### config.mk
export PLATFORM = sky130hd
export DESIGN_NAME = btpm_ram
export DESIGN_NICKNAME = d
export VERILOG_FILES = /design/src/btpm_ram.sv
export SDC_FILE = /design/constraint.sdc
export NUM_CORES = 2
export LEC_CHECK = 0
export BUFFER_PORTS_ARGS = -buffer_cell sky130_fd_sc_hd__buf_2
export CORE_MARGIN = 2
export CORE_UTILIZATION = 60
export CTS_BUF_LIST = sky130_fd_sc_hd__clkbuf_8
export CTS_CLUSTER_DIAMETER = 50
export DETAILED_ROUTE_END_ITERATION = 12
export GPL_TIMING_DRIVEN = 0
export MAX_ROUTING_LAYER = met4
export PLACE_DENSITY = 0.76
export REMOVE_ABC_BUFFERS = 1
export SYNTH_ARGS = -nofsm -noshare
export SYNTH_HDL_FRONTEND = slang
export SYNTH_SLANG_ARGS = --single-unit
### constraint.sdc
create_clock -name i_clk -period 5.8 [get_ports i_clk]
set_input_delay 1.16 -clock i_clk [delete_from_list [all_inputs] [get_ports i_clk]]
set_output_delay 1.16 -clock i_clk [all_outputs]
set_load 0.01 [all_outputs]
### src/btpm_ram.sv
module btpm_ram #(
    parameter int WIDTH = 8,
    parameter int DEPTH = 256,
    localparam int AW = $clog2(DEPTH)
) (
    input  logic             i_clk,
    input  logic             i_we,
    input  logic [AW-1:0]    i_waddr,
    input  logic [WIDTH-1:0] i_wdata,
    input  logic [AW-1:0]    i_raddr,
    output logic [WIDTH-1:0] o_rdata
);

    logic [WIDTH-1:0] r_mem [DEPTH];
    logic [WIDTH-1:0] r_rdata;

    always_ff @(posedge i_clk) begin
        if (i_we) begin
            r_mem[i_waddr] <= i_wdata;
        end
        r_rdata <= r_mem[i_raddr];
    end

    assign o_rdata = r_rdata;

endmodule

==> summary.txt <==
Layout fillers - 8064
Avg Cell Area, Syn - 21.3 µm²
Routed len/inst - 31.3 µm
Core ar. - 131000 µm²
Multiplexer share of the synthesized area - 14.6%
Drt drc - 0
Layout cells sized above 1 - 22.9%
Most common cell after layout, fill and taps aside - edfxtp_1
DRT iter0 DRCs - 6086
Final hold violation count - 0
Worst path bufs/invs - 3
WL final - 184 mm
Worst EP required - 6.64 ns
Initial antenna violation count - 12
Cts hold-fix bufs - 0
Peak VDD IR - 0.201 mV
Dpl cells - 5338
Ys async rst share - 0%
Setup Buffers After CTS - 0
Multi-input logic area - 16500 µm²
Slew headroom - 6.42%
Pint - 22.2 mW
Post-Synth Simple-Gate Area - 2.63%
Critical path cell sequence - buf_8 -> buf_16 -> buf_16 -> or2b_1 -> o221ai_1 -> o211ai_1 -> a21oi_1 -> nor4_1 -> nor4_1
Initial core utilization - 60.5%
Clock power frac - 37.3%
Die area - 136000 µm²
Largest family of logic cells by synthesized area - multiplexers
TritonCTS clock tree - done
Unique masters post-synth - 55
Area grow syn2layout - 9.75%
Startpoint types - input pin
Setup CP Type - input pin to register
Clock skew - 0.0607 ns
Setup violators final - 0
Avg Vias per Cell - 6.75
TritonRoute pass-1 iters - 8
Leak pwr - 27.2 nW
Non-filler cells, final - 5878
Adder-Cell Fraction of Synth Area - 0%
Most frequent cells in the layout - edfxtp_1, mux4_2, clkbuf_8
PostCTS Resize Cnt - 0
Pre-CTS WS - -0.636 ns
Main synth FF type - edfxtp_1
Clock latency on the worst-skew pair - 1.01 ns
Register area - 61700 µm²
Peak fanout along the critical path - 87
CP delay by family, top - simple AND/OR/NAND/NOR gates
Worst Tran Pin Value - 1.40 ns
All-Layer GR Usage - 28.2%
Vias in the first global route - 39500
Switching pwr - 6.25 mW
Worst path max stage delay - 1.17 ns
H-tree Lvls - 5
HPWL after DPL - 108 mm
Post-synth EDFFs - 2048
Via count - 39700
Slew Viols, Final - 0
Gr ovfl total - 0
Post-synthesis xor/xnor area fraction - 0%
Tmin final - 5.13 ns
PD cells - 326 nW/µm²
Final Net Count - 3936
Unrepaired setup endpoints after global routing - no
HP Class - input pin to register
Combinational share of power - 5.1%
Clock Pin Slew Worst Setup and Hold Paths - 0.07 ns
Switching power share of the total - 21.9%
Max Clock Freq - 0.195 GHz
Antenna-violating nets left - 0
Post-synth top area share - 77.3%
Status - finished clean
CTS root buf - clkbuf_8
Port Buffers - 33
Cells after Synth - 3733
FP Rows - 133
Setup ws final - 0.673 ns
Post-synthesis instance area - 79600 µm²
Worst hold slack - 0.613 ns
Seq pwr share - 57.6%
Final period utilization - 88.4%
Ports - 34
# Max-Cap Violations - 0
Die W - 368 µm
Endpoint class of the critical path - register
Worst Path Arrival - 5.96 ns
Area contributors post-synth - edfxtp_1, mux4_2, mux2i_1
Compound-gate portion of the synthesized area - 3.42%
Register bit total from synthesis - 2056
Slowest CP cell - nor4_1
Die height - 368 µm
Clk buf depth - 4
Yosys warning count - 0
Clk sink count - 2056
Dominant cell type by area after synthesis - edfxtp_1
Final Util - 66.4%
First-pass GRT wire length - 265 mm
GP Congestion - 0.869
Num CTS Buffers - 324
Sequential share of the synthesized area - 77.5%
Largest net degree at the start of global routing - 165
==> per-layer routing <==
metal  GRT usage (%)  vias to the layer above  wire, µm
met2            43.1                     2627     90700
met3            6.35                      341     20500
met1            38.4                    20600     67800
met5               -                        -         0
li1                -                    16100         -
met4            9.23                        0      4960
==> power groups by stage <==
| stage | combinational [mW] | sequential (mW) | clock (mW) |
|---|---|---|---|
| 2_1_floorplan | 0.575 | 16.7 | 0 |
| 5_1_grt | 1.51 | 16.4 | 11.4 |
| 6_report | 1.44 | 16.4 | 10.6 |
| 4_1_cts | 1.43 | 16.4 | 10.7 |
| 3_5_place_dp | 1.42 | 16.7 | 0 |
| 3_3_place_gp | 1.76 | 16.8 | 0 |
==> cells by family (layout without fill, tap and decap cells) <==
kind of cell	count (synthesis)	in the layout
AO/OA/AOI/OAI	385	385
AND/OR/NAND/NOR	466	466
multiplexers	591	591
other	0	11
flip-flops	2056	2056
buffers and inverters	235	614
==> cells in the mapped netlist, types with 27 or more instances <==
cell type	n
a21oi_1	96
a22oi_1	133
buf_2	31
buf_4	27
clkbuf_1	111
edfxtp_1	2048
mux2i_1	134
mux4_2	454
nand2_1	33
nand3_1	34
nor2_1	282
nor2b_1	31
o221ai_1	46
o22ai_1	28
==> final cells by class <==
class	instances	area share [%]
Inverter	2	0.0100
Clock inverter	196	0.980
Antenna cell	11	0.0315
Multi-Input combinational cell	1442	19.0
Timing Repair Buffer	84	1.66
Sequential cell	2056	70.6
Tap cell	1755	2.51
Clock buffer	332	5.23
==> metrics by stage <==
step	total power [mW]	setup TNS, ns	cell area, µm²
floorplan	17.3	0	78100
global placement	18.5	-115.58	80500
detailed placement	18.1	-1.33	81800
CTS	28.6	0	87300
global route	29.3	0	87300
finish	28.5	0	87300
==> sequential cells by signal, indices dropped and copies added (netlist names) <==
| name | flops |
|---|---|
| o_rdata | 8 |
| r_mem | 2048 |
==> worst paths after layout <==
path,from,end,slack [ns],cells past startpoint
setup / recovery,i_raddr[1],o_rdata[7],0.67,9
hold / removal,i_wdata[7],r_mem[201][7],0.61,1
setup reg to reg,r_mem[83][3],o_rdata[3],2.43,7
hold reg to reg,r_mem[3][2],o_rdata[2],0.97,5
(Power assumes the default switching activity.)
